--- config.mk ---
export PLATFORM = sky130hd
export DESIGN_NAME = stepper_accel_half_step_driver
export DESIGN_NICKNAME = d
export VERILOG_FILES = /design/src/hdl/sahsd_pkg.sv /design/src/hdl/sahsd_mul.sv /design/src/hdl/sahsd_cmd.sv /design/src/hdl/stepper_accel_half_step_driver.sv
export SDC_FILE = /design/constraint.sdc
export NUM_CORES = 2
export LEC_CHECK = 0
export BUFFER_PORTS_ARGS = -buffer_cell sky130_fd_sc_hd__buf_2
export CORE_ASPECT_RATIO = 1.4
export CORE_MARGIN = 10
export CORE_UTILIZATION = 45
export CTS_CLUSTER_DIAMETER = 120
export DETAILED_ROUTE_END_ITERATION = 7
export PLACE_DENSITY = 0.64
export REMOVE_ABC_BUFFERS = 1
export SLEW_MARGIN = 15
export SYNTH_ARGS = -nofsm -noshare
export SYNTH_HDL_FRONTEND = slang
export SYNTH_SLANG_ARGS = --single-unit
export TNS_END_PERCENT = 10
--- constraint.sdc ---
create_clock -name clk -period 10.5 [get_ports clk]
set_input_delay 1.575 -clock clk [delete_from_list [all_inputs] [get_ports clk]]
set_output_delay 1.575 -clock clk [all_outputs]
set_load 0.1 [all_outputs]
--- src/hdl/sahsd_pkg.sv ---
// ----------------------------------------------------------------------------
// sahsd_pkg
// Shared widths, constants, codes and types of the half-step ramp driver.
// ----------------------------------------------------------------------------
package sahsd_pkg;

  localparam int VELOCITY_BITS_DEF = 48;

  localparam int ACCEL_W     = 25;
  localparam int DT_W        = 16;
  localparam int CHAR_W      = 8;
  localparam int DIGIT_W     = 24;
  localparam int SINCE_W     = 32;
  localparam int POS_W       = 32;
  localparam int COIL_W      = 4;
  localparam int HOLD_W      = 24;
  localparam int MIN_SPEED_W = 40;
  localparam int PERIOD_W    = 16;
  localparam int SCALE_W     = 27;
  localparam int SCALED_W    = PERIOD_W + SCALE_W;

  localparam int IN_TDATA_W  = CHAR_W + DT_W;
  localparam int IN_TUSER_W  = 1;
  localparam int OUT_TUSER_W = 2;
  localparam int CFG_ADDR_W  = 2;
  localparam int CFG_DATA_W  = MIN_SPEED_W;

  localparam logic [SCALE_W-1:0] SCALE_1E8 = 27'd100000000;
  localparam logic [DIGIT_W-1:0] DIGIT_MAX = 24'hFFFFFF;

  localparam logic [HOLD_W-1:0]      HOLD_RESET      = 24'd100000;
  localparam logic [MIN_SPEED_W-1:0] MIN_SPEED_RESET = 40'd1000000;
  localparam logic [PERIOD_W-1:0]    PERIOD_RESET    = 16'd2500;

  localparam logic [CFG_ADDR_W-1:0] CFG_HOLD_TIMEOUT = 2'd0;
  localparam logic [CFG_ADDR_W-1:0] CFG_MIN_SPEED    = 2'd1;
  localparam logic [CFG_ADDR_W-1:0] CFG_PERIOD_UNIT  = 2'd2;

  localparam logic [CHAR_W-1:0] CHAR_MINUS = 8'h2D;
  localparam logic [CHAR_W-1:0] CHAR_ZERO  = 8'h30;
  localparam logic [CHAR_W-1:0] CHAR_NINE  = 8'h39;
  localparam logic [CHAR_W-1:0] CHAR_CR    = 8'h0D;
  localparam logic [CHAR_W-1:0] CHAR_LF    = 8'h0A;

  typedef struct packed {
    logic signed [ACCEL_W-1:0] accel;
    logic                      loaded;
  } cmd_out_t;

  function automatic logic [COIL_W-1:0] coil_pattern(input logic [2:0] phase);
    logic [COIL_W-1:0] pat;
    unique case (phase)
      3'd0:    pat = 4'h1;
      3'd1:    pat = 4'h3;
      3'd2:    pat = 4'h2;
      3'd3:    pat = 4'h6;
      3'd4:    pat = 4'h4;
      3'd5:    pat = 4'hC;
      3'd6:    pat = 4'h8;
      default: pat = 4'h9;
    endcase
    return pat;
  endfunction

endpackage

--- src/hdl/sahsd_mul.sv ---
// ----------------------------------------------------------------------------
// sahsd_mul
// Iterative shift-add multiplier, one multiplier bit per cycle.
// ----------------------------------------------------------------------------
module sahsd_mul
  import sahsd_pkg::*;
#(
  parameter int A_W = VELOCITY_BITS_DEF - 1,
  parameter int B_W = SINCE_W
) (
  input  logic               clk,
  input  logic               rst_n,
  input  logic               start,
  input  logic [A_W-1:0]     a,
  input  logic [B_W-1:0]     b,
  output logic               done,
  output logic [A_W+B_W-1:0] product
);

  localparam int P_W   = A_W + B_W;
  localparam int CNT_W = $clog2(B_W);

  logic [P_W-1:0]   p_r, p_nxt;
  logic [A_W-1:0]   a_r;
  logic [CNT_W-1:0] cnt_r, cnt_nxt;
  logic             run_r, run_nxt;
  logic             done_r, done_nxt;
  logic [A_W:0]     sum;

  always_comb begin
    sum      = {1'b0, p_r[P_W-1:B_W]} + (p_r[0] ? {1'b0, a_r} : '0);
    p_nxt    = p_r;
    cnt_nxt  = cnt_r;
    run_nxt  = run_r;
    done_nxt = 1'b0;
    if (start) begin
      p_nxt   = {{A_W{1'b0}}, b};
      cnt_nxt = '0;
      run_nxt = 1'b1;
    end else if (run_r) begin
      p_nxt   = {sum, p_r[B_W-1:1]};
      cnt_nxt = cnt_r + 1'b1;
      if (cnt_r == CNT_W'(B_W - 1)) begin
        run_nxt  = 1'b0;
        done_nxt = 1'b1;
      end
    end
  end

  always_ff @(posedge clk) begin
    if (!rst_n) begin
      run_r  <= 1'b0;
      done_r <= 1'b0;
      cnt_r  <= '0;
    end else begin
      run_r  <= run_nxt;
      done_r <= done_nxt;
      cnt_r  <= cnt_nxt;
    end
  end

  always_ff @(posedge clk) begin
    p_r <= p_nxt;
    if (start) begin
      a_r <= a;
    end
  end

  assign done    = done_r;
  assign product = p_r;

endmodule

--- src/hdl/sahsd_cmd.sv ---
// ----------------------------------------------------------------------------
// sahsd_cmd
// Command character parser: signed decimal number ended by CR or LF.
// ----------------------------------------------------------------------------
module sahsd_cmd
  import sahsd_pkg::*;
(
  input  logic              clk,
  input  logic              rst_n,
  input  logic              char_valid,
  input  logic [CHAR_W-1:0] char_code,
  output cmd_out_t          cmd
);

  localparam int WIDE_W = DIGIT_W + 4;

  logic [DIGIT_W-1:0]        digit_r, digit_nxt;
  logic                      neg_r, neg_nxt;
  logic signed [ACCEL_W-1:0] accel_r, accel_nxt;
  logic [WIDE_W-1:0]         wide;
  logic [CHAR_W-1:0]         digit_val;
  logic                      is_term;

  always_comb begin
    digit_val = char_code - CHAR_ZERO;
    wide      = (WIDE_W'(digit_r) << 3) + (WIDE_W'(digit_r) << 1) + WIDE_W'(digit_val);
    is_term   = (char_code == CHAR_CR) || (char_code == CHAR_LF);
    digit_nxt = digit_r;
    neg_nxt   = neg_r;
    accel_nxt = accel_r;
    if (char_valid) begin
      priority if (char_code == CHAR_MINUS) begin
        neg_nxt = 1'b1;
      end else if (char_code >= CHAR_ZERO && char_code <= CHAR_NINE) begin
        digit_nxt = (wide > WIDE_W'(DIGIT_MAX)) ? DIGIT_MAX : wide[DIGIT_W-1:0];
      end else if (is_term) begin
        accel_nxt = neg_r ? -$signed({1'b0, digit_r}) : $signed({1'b0, digit_r});
        digit_nxt = '0;
        neg_nxt   = 1'b0;
      end else begin
        neg_nxt = neg_r;
      end
    end
  end

  always_ff @(posedge clk) begin
    if (!rst_n) begin
      digit_r <= '0;
      neg_r   <= 1'b0;
      accel_r <= '0;
    end else begin
      digit_r <= digit_nxt;
      neg_r   <= neg_nxt;
      accel_r <= accel_nxt;
    end
  end

  assign cmd.accel  = accel_r;
  assign cmd.loaded = char_valid && is_term;

endmodule

--- src/hdl/stepper_accel_half_step_driver.sv ---
// ----------------------------------------------------------------------------
// stepper_accel_half_step_driver
// Half-step stepper driver with acceleration ramp and hold timeout.
//
//   channel | dir | tdata (low bit up)                      | tuser
//   in_     | in  | char_code, elapsed_us                   | kind
//   out_    | out | coils, position, velocity, acceleration | step_taken, accel_loaded
//   cfg_    | in  | 0 hold_timeout_us, 1 min_speed, 2 step_period_unit (write only)
//
// a character item passes accept and commit; a tick passes accept, one multiply,
// one add, one speed check, the shift-add multiplier forming time x speed,
// one compare and one commit; a tick that fails the speed check skips the
// multiplier. reset is synchronous.
// a finished item waits in the output register; the next item is taken
// meanwhile and only its commit cycle stalls on out_tready.
// ----------------------------------------------------------------------------
module stepper_accel_half_step_driver
  import sahsd_pkg::*;
#(
  parameter int VELOCITY_BITS = VELOCITY_BITS_DEF
) (
  input  logic clk,
  input  logic rst_n,

  input  logic                          in_tvalid,
  output logic                          in_tready,
  input  logic [IN_TDATA_W-1:0]         in_tdata,  // char_code, elapsed_us
  input  logic [IN_TUSER_W-1:0]         in_tuser,  // kind

  output logic                          out_tvalid,
  input  logic                          out_tready,
  // coils, position, velocity, acceleration
  output logic [((COIL_W + POS_W + VELOCITY_BITS + ACCEL_W + 7) / 8) * 8 - 1:0] out_tdata,
  output logic [OUT_TUSER_W-1:0]        out_tuser, // step_taken, accel_loaded

  input  logic                          cfg_we,
  input  logic [CFG_ADDR_W-1:0]         cfg_addr,
  input  logic [CFG_DATA_W-1:0]         cfg_wdata
);

  localparam int VB       = VELOCITY_BITS;
  localparam int MAG_W    = VB - 1;
  localparam int DELTA_W  = ACCEL_W + DT_W + 1;
  localparam int SUM_W    = ((VB > DELTA_W) ? VB : DELTA_W) + 1;
  localparam int CMP_W    = (MAG_W > MIN_SPEED_W) ? MAG_W : MIN_SPEED_W;
  localparam int PROD_W   = MAG_W + SINCE_W;
  localparam int OUT_BITS = COIL_W + POS_W + VB + ACCEL_W;
  localparam int OUT_W    = ((OUT_BITS + 7) / 8) * 8;

  localparam logic signed [SUM_W-1:0] VMAX_S = {{(SUM_W-VB+1){1'b0}}, {(VB-1){1'b1}}};
  localparam logic signed [SUM_W-1:0] VMIN_S = -VMAX_S;

  typedef enum logic [2:0] {
    S_IDLE, S_MUL, S_VEL, S_CHK, S_ITER, S_OUT
  } state_t;

  state_t state_r, state_nxt;

  logic                      kind_r, kind_nxt;
  logic [DT_W-1:0]           dt_r, dt_nxt;
  logic signed [DELTA_W-1:0] delta_r, delta_nxt;
  logic signed [VB-1:0]      vel_r, vel_nxt;
  logic [SINCE_W-1:0]        since_r, since_nxt;
  logic [POS_W-1:0]          pos_r, pos_nxt;
  logic [COIL_W-1:0]         coil_r, coil_nxt;
  logic                      step_r, step_nxt;
  logic                      loaded_r, loaded_nxt;
  logic                      out_valid_r, out_valid_nxt;
  logic [OUT_W-1:0]          out_data_r, out_data_nxt;
  logic [OUT_TUSER_W-1:0]    out_user_r, out_user_nxt;

  logic [HOLD_W-1:0]         hold_r;
  logic [MIN_SPEED_W-1:0]    min_speed_r;
  logic [PERIOD_W-1:0]       period_r;
  logic [SCALED_W-1:0]       scaled_r;

  cmd_out_t                  cmd;
  logic                      accept;
  logic                      mul_start;
  logic                      mul_done;
  logic [PROD_W-1:0]         mul_prod;

  logic signed [DELTA_W-1:0] delta_c;
  logic signed [SUM_W-1:0]   sum_c;
  logic [SINCE_W:0]          since_sum_c;
  logic signed [VB-1:0]      neg_c;
  logic [MAG_W-1:0]          mag_c;
  logic                      speed_ok_c;
  logic [COIL_W-1:0]         coil_c;
  logic [SINCE_W-1:0]        since_c;
  logic [POS_W-1:0]          pos_c;

  assign in_tready = (state_r == S_IDLE);
  assign accept    = in_tvalid && in_tready;

  sahsd_cmd u_cmd (
    .clk        (clk),
    .rst_n      (rst_n),
    .char_valid (accept && in_tuser[0]),
    .char_code  (in_tdata[CHAR_W-1:0]),
    .cmd        (cmd)
  );

  sahsd_mul #(
    .A_W (MAG_W),
    .B_W (SINCE_W)
  ) u_mul (
    .clk     (clk),
    .rst_n   (rst_n),
    .start   (mul_start),
    .a       (mag_c),
    .b       (since_r),
    .done    (mul_done),
    .product (mul_prod)
  );

  // config registers
  always_ff @(posedge clk) begin
    if (!rst_n) begin
      hold_r      <= HOLD_RESET;
      min_speed_r <= MIN_SPEED_RESET;
      period_r    <= PERIOD_RESET;
    end else if (cfg_we) begin
      unique case (cfg_addr)
        CFG_HOLD_TIMEOUT: hold_r      <= cfg_wdata[HOLD_W-1:0];
        CFG_MIN_SPEED:    min_speed_r <= cfg_wdata[MIN_SPEED_W-1:0];
        CFG_PERIOD_UNIT:  period_r    <= cfg_wdata[PERIOD_W-1:0];
        default:          hold_r      <= hold_r;
      endcase
    end
  end

  always_ff @(posedge clk) begin
    scaled_r <= SCALED_W'(period_r) * SCALED_W'(SCALE_1E8);
  end

  always_comb begin
    delta_c     = DELTA_W'($signed(cmd.accel)) * DELTA_W'($signed({1'b0, dt_r}));
    sum_c       = {{(SUM_W-VB){vel_r[VB-1]}}, vel_r}
                + {{(SUM_W-DELTA_W){delta_r[DELTA_W-1]}}, delta_r};
    since_sum_c = {1'b0, since_r} + (SINCE_W+1)'(dt_r);
    neg_c       = -vel_r;
    mag_c       = vel_r[VB-1] ? neg_c[MAG_W-1:0] : vel_r[MAG_W-1:0];
    speed_ok_c  = (mag_c != '0) && (CMP_W'(mag_c) > CMP_W'(min_speed_r));

    coil_c  = step_r ? coil_pattern(pos_r[2:0]) : coil_r;
    since_c = step_r ? '0 : since_r;
    if (!kind_r && (since_c > SINCE_W'(hold_r))) begin
      coil_c = '0;
    end
    pos_c = pos_r;
    if (step_r) begin
      pos_c = vel_r[VB-1] ? pos_r - 1'b1 : pos_r + 1'b1;
    end
  end

  always_comb begin
    state_nxt     = state_r;
    kind_nxt      = kind_r;
    dt_nxt        = dt_r;
    delta_nxt     = delta_r;
    vel_nxt       = vel_r;
    since_nxt     = since_r;
    pos_nxt       = pos_r;
    coil_nxt      = coil_r;
    step_nxt      = step_r;
    loaded_nxt    = loaded_r;
    out_valid_nxt = out_valid_r && !out_tready;
    out_data_nxt  = out_data_r;
    out_user_nxt  = out_user_r;
    mul_start     = 1'b0;

    unique case (state_r)
      S_IDLE: begin
        if (in_tvalid) begin
          kind_nxt   = in_tuser[0];
          dt_nxt     = in_tdata[CHAR_W +: DT_W];
          loaded_nxt = cmd.loaded;
          step_nxt   = 1'b0;
          state_nxt  = in_tuser[0] ? S_OUT : S_MUL;
        end
      end
      S_MUL: begin
        delta_nxt = delta_c;
        state_nxt = S_VEL;
      end
      S_VEL: begin
        priority if (sum_c > VMAX_S) begin
          vel_nxt = VMAX_S[VB-1:0];
        end else if (sum_c < VMIN_S) begin
          vel_nxt = VMIN_S[VB-1:0];
        end else begin
          vel_nxt = sum_c[VB-1:0];
        end
        since_nxt = since_sum_c[SINCE_W] ? '1 : since_sum_c[SINCE_W-1:0];
        state_nxt = S_CHK;
      end
      S_CHK: begin
        if (speed_ok_c) begin
          mul_start = 1'b1;
          state_nxt = S_ITER;
        end else begin
          state_nxt = S_OUT;
        end
      end
      S_ITER: begin
        if (mul_done) begin
          step_nxt  = mul_prod > PROD_W'(scaled_r);
          state_nxt = S_OUT;
        end
      end
      S_OUT: begin
        if (!out_valid_r || out_tready) begin
          coil_nxt      = coil_c;
          since_nxt     = since_c;
          pos_nxt       = pos_c;
          out_valid_nxt = 1'b1;
          out_data_nxt  = OUT_W'({cmd.accel, vel_r, pos_c, coil_c});
          out_user_nxt  = {loaded_r, step_r};
          state_nxt     = S_IDLE;
        end
      end
      default: state_nxt = S_IDLE;
    endcase
  end

  always_ff @(posedge clk) begin
    if (!rst_n) begin
      state_r     <= S_IDLE;
      vel_r       <= '0;
      since_r     <= '0;
      pos_r       <= '0;
      coil_r      <= '0;
      step_r      <= 1'b0;
      loaded_r    <= 1'b0;
      kind_r      <= 1'b0;
      out_valid_r <= 1'b0;
    end else begin
      state_r     <= state_nxt;
      vel_r       <= vel_nxt;
      since_r     <= since_nxt;
      pos_r       <= pos_nxt;
      coil_r      <= coil_nxt;
      step_r      <= step_nxt;
      loaded_r    <= loaded_nxt;
      kind_r      <= kind_nxt;
      out_valid_r <= out_valid_nxt;
    end
  end

  always_ff @(posedge clk) begin
    dt_r       <= dt_nxt;
    delta_r    <= delta_nxt;
    out_data_r <= out_data_nxt;
    out_user_r <= out_user_nxt;
  end

  assign out_tvalid = out_valid_r;
  assign out_tdata  = out_data_r;
  assign out_tuser  = out_user_r;

  // a step always drives a nonzero coil pattern
  assert property (@(posedge clk) disable iff (!rst_n)
    (out_tvalid && out_tuser[0]) |-> (out_tdata[COIL_W-1:0] != '0))
    else $error("step without coil drive");

  // an item never both steps and loads an acceleration
  assert property (@(posedge clk) disable iff (!rst_n)
    out_tvalid |-> !(out_tuser[0] && out_tuser[1]))
    else $error("step and accel load in one item");

  // velocity stays inside the symmetric range
  assert property (@(posedge clk) disable iff (!rst_n)
    vel_r != {1'b1, {(VB-1){1'b0}}})
    else $error("velocity left symmetric range");

  // multiplier finishes only while the sequencer waits for it
  assert property (@(posedge clk) disable iff (!rst_n)
    mul_done |-> (state_r == S_ITER))
    else $error("multiplier done outside wait state");

endmodule

=== After elaboration in Yosys (flattened, before gate mapping) ===
Cells that the tools add are included.

* Register bits: 590
* Logic and storage cells: 145
* Input bits: 72

* Muxes and demuxes: 39
* Reduce and logical (&&, ||, !) cells: 34
* Multipliers: 2
* $add $sub $neg: 11
* Order comparisons: 8
* Bitwise operators: 4
* Eq/ne operators: 21

{| class="wikitable"
|+ Operators by type and width
! operator !! number
|-
| $mux W32 || 7
|-
| $mux W48 || 2
|-
| $mux W47 || 2
|-
| $gt A79 B43 Y1 || 1
|-
| $mux W24 || 3
|-
| $pmux W32 S2 || 1
|-
| $add A48 B42 Y49 || 1
|-
| $gt A49 B48 Y1 const B || 1
|-
| $lt A49 B48 Y1 const B || 1
|-
| $add A47 B47 Y48 || 1
|-
| $gt A47 B40 Y1 || 1
|-
| $neg A47 Y47 || 1
|-
| $reduce_bool A47 Y1 || 1
|-
| $mul A25 B17 Y42 || 1
|-
| $mul A16 B19 Y35 const B || 1
|-
| $add A32 B16 Y33 || 1
|-
| $add A32 B1 Y32 const B || 1
|-
| $gt A32 B24 Y1 || 1
|-
| $sub A32 B1 Y32 const B || 1
|-
| $add A27 B25 Y28 || 1
|-
| $add A28 B8 Y28 || 1
|-
| $gt A28 B24 Y1 const B || 1
|-
| $pmux W4 S7 || 1
|-
| $mux W25 || 1
|-
| other kinds (32) || 85
|}

=== Depth between registers and ports, before layout ===
* Word-level depth: 7
* Mapped depth: 26
* Gate-level depth less buffers: 25

=== Cells and area by module ===
Synthesis repeated with hierarchy kept, for this count alone.

* Cell total of the unflattened synthesis: 5934
* Area, all modules: 54581.1 sq um

{| class="wikitable"
|+ Modules (own cells, without submodules)
! module !! area each (sq um) !! seq. area each (sq um) !! cells each !! times used
|-
| stepper_accel_half_step_driver || 42960.0 || 9839.4 || 4731 || 1
|-
| sahsd_mul || 7609.8 || 3453.3 || 746 || 1
|-
| sahsd_cmd || 4011.3 || 1001.0 || 457 || 1
|}

=== Worst setup path after synthesis ===
No wires, ideal clock.

* Kind: register -> register
* From: register vel_r[47]
* To: register u_mul.p_r[0], in the netlist u_mul.product[0], enable pin
* Cell stages (with the launch flop): 17
* Path slack: 3369 ps
* Data arrival time: 6666 ps
* Setup time: 466 ps
* Period minus slack after synthesis: 7131 ps
* Required time: 10034 ps
* Path buffers: 6
* Cells stage by stage: dfxtp_1 > clkbuf_1 > clkbuf_1 > clkbuf_1 > buf_1 > clkbuf_1 > clkbuf_1 > nand2_1 > xnor2_1 > ha_1 > nand4_1 > or3_1 > or3_1 > o21ai_0 > or3_1 > a21oi_4 > o21ai_0

* Cells in the longest elaborated chain, start to end: 6

{| class="wikitable"
|+ RTL lines
! what !! RTL line !! RTL
|-
| start: declaration || stepper_accel_half_step_driver.sv:62 || <nowiki>logic signed [VB-1:0] vel_r, vel_nxt;</nowiki>
|-
| start signal: assignment || stepper_accel_half_step_driver.sv:240 || <nowiki>vel_r <= vel_nxt;</nowiki>
|-
| $mux W47 * || stepper_accel_half_step_driver.sv:143 || <nowiki>mag_c = vel_r[VB-1] ? neg_c[MAG_W-1:0] : vel_r[MAG_W-1:0];</nowiki>
|-
| net mag_c[24] || stepper_accel_half_step_driver.sv:87 || <nowiki>logic [MAG_W-1:0] mag_c;</nowiki>
|-
| $gt A47 B40 Y1 or $reduce_bool A47 Y1 (tied branches) || stepper_accel_half_step_driver.sv:144 || <nowiki>speed_ok_c = (mag_c != '0) && (CMP_W'(mag_c) > CMP_W'(min_speed_r));</nowiki>
|-
| $logic_and A1 B1 Y1 * || stepper_accel_half_step_driver.sv:144 ||
|-
| $mux W1 * || stepper_accel_half_step_driver.sv:199 || <nowiki>if (speed_ok_c) begin</nowiki>
|-
| $mux W1 * || stepper_accel_half_step_driver.sv:173 || <nowiki>unique case (state_r)</nowiki>
|-
| $reduce_bool A2 Y1 (no source line) * || - ||
|-
| end signal: assignment || sahsd_mul.sv:63 || <nowiki>p_r <= p_nxt;</nowiki>
|-
| end: declaration || sahsd_mul.sv:23 || <nowiki>logic [P_W-1:0] p_r, p_nxt;</nowiki>
|}

The timed path passes the listed nets; every way through them passes the cells marked *.
A chain may end at the register's enable or synchronous reset.

=== Worst setup path in the final report ===
* From: register dt_r[6]
* To: register delta_r[40] (data pin)

* Cells in the longest elaborated chain, start to end: 1

{| class="wikitable"
|+ RTL lines
! what !! RTL line !! RTL
|-
| start: declaration || stepper_accel_half_step_driver.sv:60 || <nowiki>logic [DT_W-1:0] dt_r, dt_nxt;</nowiki>
|-
| start signal: assignment || stepper_accel_half_step_driver.sv:252 || <nowiki>dt_r <= dt_nxt;</nowiki>
|-
| $mul A25 B17 Y42 || stepper_accel_half_step_driver.sv:138 || <nowiki>delta_c = DELTA_W'($signed(cmd.accel)) * DELTA_W'($signed({1'b0, dt_r}));</nowiki>
|-
| net delta_c[40] || stepper_accel_half_step_driver.sv:83 || <nowiki>logic signed [DELTA_W-1:0] delta_c;</nowiki>
|-
| end signal: assignment || stepper_accel_half_step_driver.sv:253 || <nowiki>delta_r <= delta_nxt;</nowiki>
|-
| end: declaration || stepper_accel_half_step_driver.sv:61 || <nowiki>logic signed [DELTA_W-1:0] delta_r, delta_nxt;</nowiki>
|}

The timed path passes the listed nets, and every way through them passes these cells.

==> summary.md <==
| Metric | Value |
|---|---|
| Synth top area cells | `fa_1 (19%), edfxtp_1 (14%), dfxtp_1 (12%)` |
| # H-tree levels | `3` |
| Period Utilization, post-route | `73.3%` |
| Startpoint type of the worst setup path | `register` |
| Io pins | `188` |
| GRT Overall Usage | `roughly 22%` |
| First-pass GRT wire length | `~240000 um` |
| CTS tree | `done` |
| Slew @ Worst Pin | `around 1.3 ns` |
| Core area | `0.121 mm^2` |
| Sequential fraction of the synthesis area | `around a quarter` |
| Drt first pass iters | `5` |
| Drt drc | `0` |
| Initial antenna violation count | `2` |
| Via count of the first global-routing pass | `~44000` |
| Met1 WL | `about 63000 um` |
| PostCTS Resize Cnt | `0` |
| Final setup TNS | `0 ns` |
| Initial core utilization | `45.3%` |
| Total die area | `about 0.14 mm^2` |
| Synth Area in Compound Gates | `a little over an eighth` |
| Crit path kind | `register to register` |
| Final setup fails | `0` |
| Total clock sinks | `just under 600` |
| Worst hold margin | `about 0.43 ns` |
| Pwr dens | `about 180 mW/mm^2` |
| Top_reg_cell synth | `dfxtp_1` |
| Layout Nets | `7230` |
| CTS root buffer | `clkbuf_16` |
| Yosys top cell area share | `between 10% and 20%` |
| Post-synth EDFFs | `around 250` |
| Largest net degree at the start of global routing | `92` |
| # hold bufs at CTS | `0` |
| Share of post-route cells with drive strength above 1 | `roughly 7.3%` |
| Xor/xnor share of the synthesized area | `approximately 4.5%` |
| Run status | `finished, final reports clean` |
| Syn Std Cell Area | `0.0548 mm^2` |
| CTS clock-pin slew for the worst setup and hold paths | `roughly 0.060 ns` |
| Routed vias | `approximately 43000` |
| CP Max Fanout | `26` |
| Period minus WS final | `between 7 and 8 ns` |
| RD Place Congestion | `~0.93` |
| DP HPWL | `118000 um` |
| Max-cap violations | `0` |
| Critical path buffers and inverters | `4` |
| Main combinational cell family by area after synthesis | `adder cells` |
| Worst setup EP type | `register` |
| Max Slew Vio Count | `0` |
| I/O Buffers | `between 150 and 200` |
| Worst hold path class | `register to register` |
| DR vias/cell | `around 5.5` |
| Critical Path AT | `about 8 ns` |
| Post-route cell area | `approximately 0.059 mm^2` |
| Grt ovf | `0` |
| Adder and majority gate portion of the synthesized area | `a little under a third` |
| RSZ-0062 raised after global routing | `false` |
| Setup repair bufs after CTS | `0` |
| Top delay family on crit path | `adder cells` |
| Fraction of registers with async set/reset | `0%` |
| Setup Skew | `a little over 0.03 ns` |
| Seq cells post-synth | `a little under 600` |
| Crit-path cells | `and2_1, fa_1, inv_1, fa_1, inv_1, ha_1, fa_1, fa_1, inv_1, fa_1, inv_1, ha_1, a21o_1, a21oi_1, nand2b_1, a21oi_1, o31ai_1, a31oi_1, o32ai_1, o21a_1, o31ai_1, a41o_1, o41ai_1, xnor2_1` |
| Peak supply drop | `roughly 0.00018 V` |
| Die width | `~320 um` |
| Max Fclk | `~0.13 GHz` |
| Slew headroom | `between 10% and 20%` |
| Top Metal Used | `met5` |
| Die height | `~430 um` |
| Post-synthesis mux area share | `approximately 2.4%` |
| Synth Area per Inst | `9.02 um^2` |
| Pleak | `approximately 27 nW` |
| CTS Buffer Depth | `3` |
| Slowest cell on crit path | `edfxtp_1` |
| Average wire per standard cell | `19.5 um` |
| Post-synth top area cell | `fa_1` |
| Row Count | `~150` |
| Insertion delay to the later sink of the worst-skew pair | `0.65 ns` |
| Routed Wire Length | `about 150000 um` |
| Layout area overhead | `8.29%` |
| Critical Path RT | `between 10 and 15 ns` |
| YS warnings | `0` |
| Max stage delay on crit path | `0.82 ns` |
| Post-Synth Simple-Gate Area | `roughly 16%` |
| Antenna Violating Nets Remaining | `0` |
| Critical Path Most Common Cell | `fa_1` |
| Wire length on met3 | `just over 7000 um` |
| Final hold violations | `0` |
| Placement Cell Area | `between 0.05 and 0.06 mm^2` |
| Cells after synthesis | `just over 6000` |
| WL met2 | `between 70000 and 80000 um` |
| Inserted Clock Buffers | `66` |
| Netlist cell types | `97` |
| Iter 0 DRT Violations | `between 2000 and 3000` |
[per-layer routing]
metal / GRT usage [%] / vias to the layer above
met1: 27.3 / 21000
met3: 2.68 / 263
met4: 8.75 / 2
met2: 38.8 / 1052
met5: 0 / -
li1: - / 20400
[registers in the layout, indices dropped and copies added, names as in the netlist, 16 cells and up]
signal and count:
pos_r 32, hold_r 24, u_mul.product 79, since_r 32, period_r 16, dt_r 16, vel_r 48, u_cmd.accel_r 25
scaled_r 35, out_tdata 109, min_speed_r 40, u_cmd.digit_r 24, delta_r 42, u_mul.a_r 47
[synth_stat cells (32+ instances only)]
master,n
inv_1,840
nand2_1,799
ha_1,510
fa_1,509
a21oi_1,381
dfxtp_1,342
nor2_1,269
o21ai_0,266
edfxtp_1,248
and2_1,232
clkbuf_1,205
xnor2_1,200
a21o_1,122
nand3_1,113
xor2_1,80
nor3_1,69
nor2b_1,67
nand4_1,62
mux2i_1,57
nand2b_1,47
o211ai_1,47
o21a_1,47
a211oi_1,44
o21bai_1,39
nor4_1,32
[cell families (layout without fill, tap and decap cells)]
kind of cell	Yosys count	count (layout)
xor+xnor	280	280
simple gates	1850	1850
mux	113	113
buf+inv	1080	1185
fa+ha+maj	1021	1021
compound gates	1148	1148
flops	590	590
other cells	1	4
[worst paths after layout]
path	start	to	slack, ns	cells after the start
max reg2reg	dt_r[6]	delta_r[40]	2.80	24
max	dt_r[6]	delta_r[40]	2.80	24
min reg2reg	loaded_r	out_tuser[1]	0.43	0
min	loaded_r	out_tuser[1]	0.43	0
[placed cells by master (no fill, tap or decap), types with 122 or more instances in the layout]
master    count
nor2_1      266
ha_1        510
a21oi_1     381
fa_1        509
inv_1       839
nand2_1     798
o21ai_0     265
a21o_1      122
dfxtp_1     339
buf_2       183
and2_1      231
xnor2_1     200
edfxtp_1    248
[cell type report]
| cell class | instances | area, um^2 |
|---|---|---|
| Antenna cell | 1 | 2.50 |
| Clock buffer | 87 | 1850 |
| Clock inverter | 32 | 363 |
| Fill cell | 11500 | 61700 |
| Inverter | 841 | 3170 |
| Multi-Input combinational cell | 4415 | 36500 |
| Sequential cell | 590 | 14300 |
| Tap cell | 1606 | 2010 |
| Timing Repair Buffer | 225 | 1240 |
[metrics by stage]
step / utilization (%) / worst slack (ns) / power [W] / std cells
2_1_floorplan: - / 3.62 / 0.00676 / 5846
3_3_place_gp: 47.2 / 3.06 / 0.00803 / 7676
3_5_place_dp: 47.2 / 2.89 / 0.00810 / 7676
4_1_cts: 49.0 / 2.86 / 0.0106 / 7795
5_1_grt: 49.0 / 2.48 / 0.0113 / 7796
6_report: 49.0 / 2.80 / 0.0105 / 7797
[report_power, final]
| part | switching (W) | total, W | internal, W |
|---|---|---|---|
| Clock | 0.00102 | 0.00243 | 0.00140 |
| Sequential | 0.000372 | 0.00313 | 0.00276 |
| Combinational | 0.00302 | 0.00499 | 0.00197 |
Note: power is estimated with default switching activity, not from simulation.
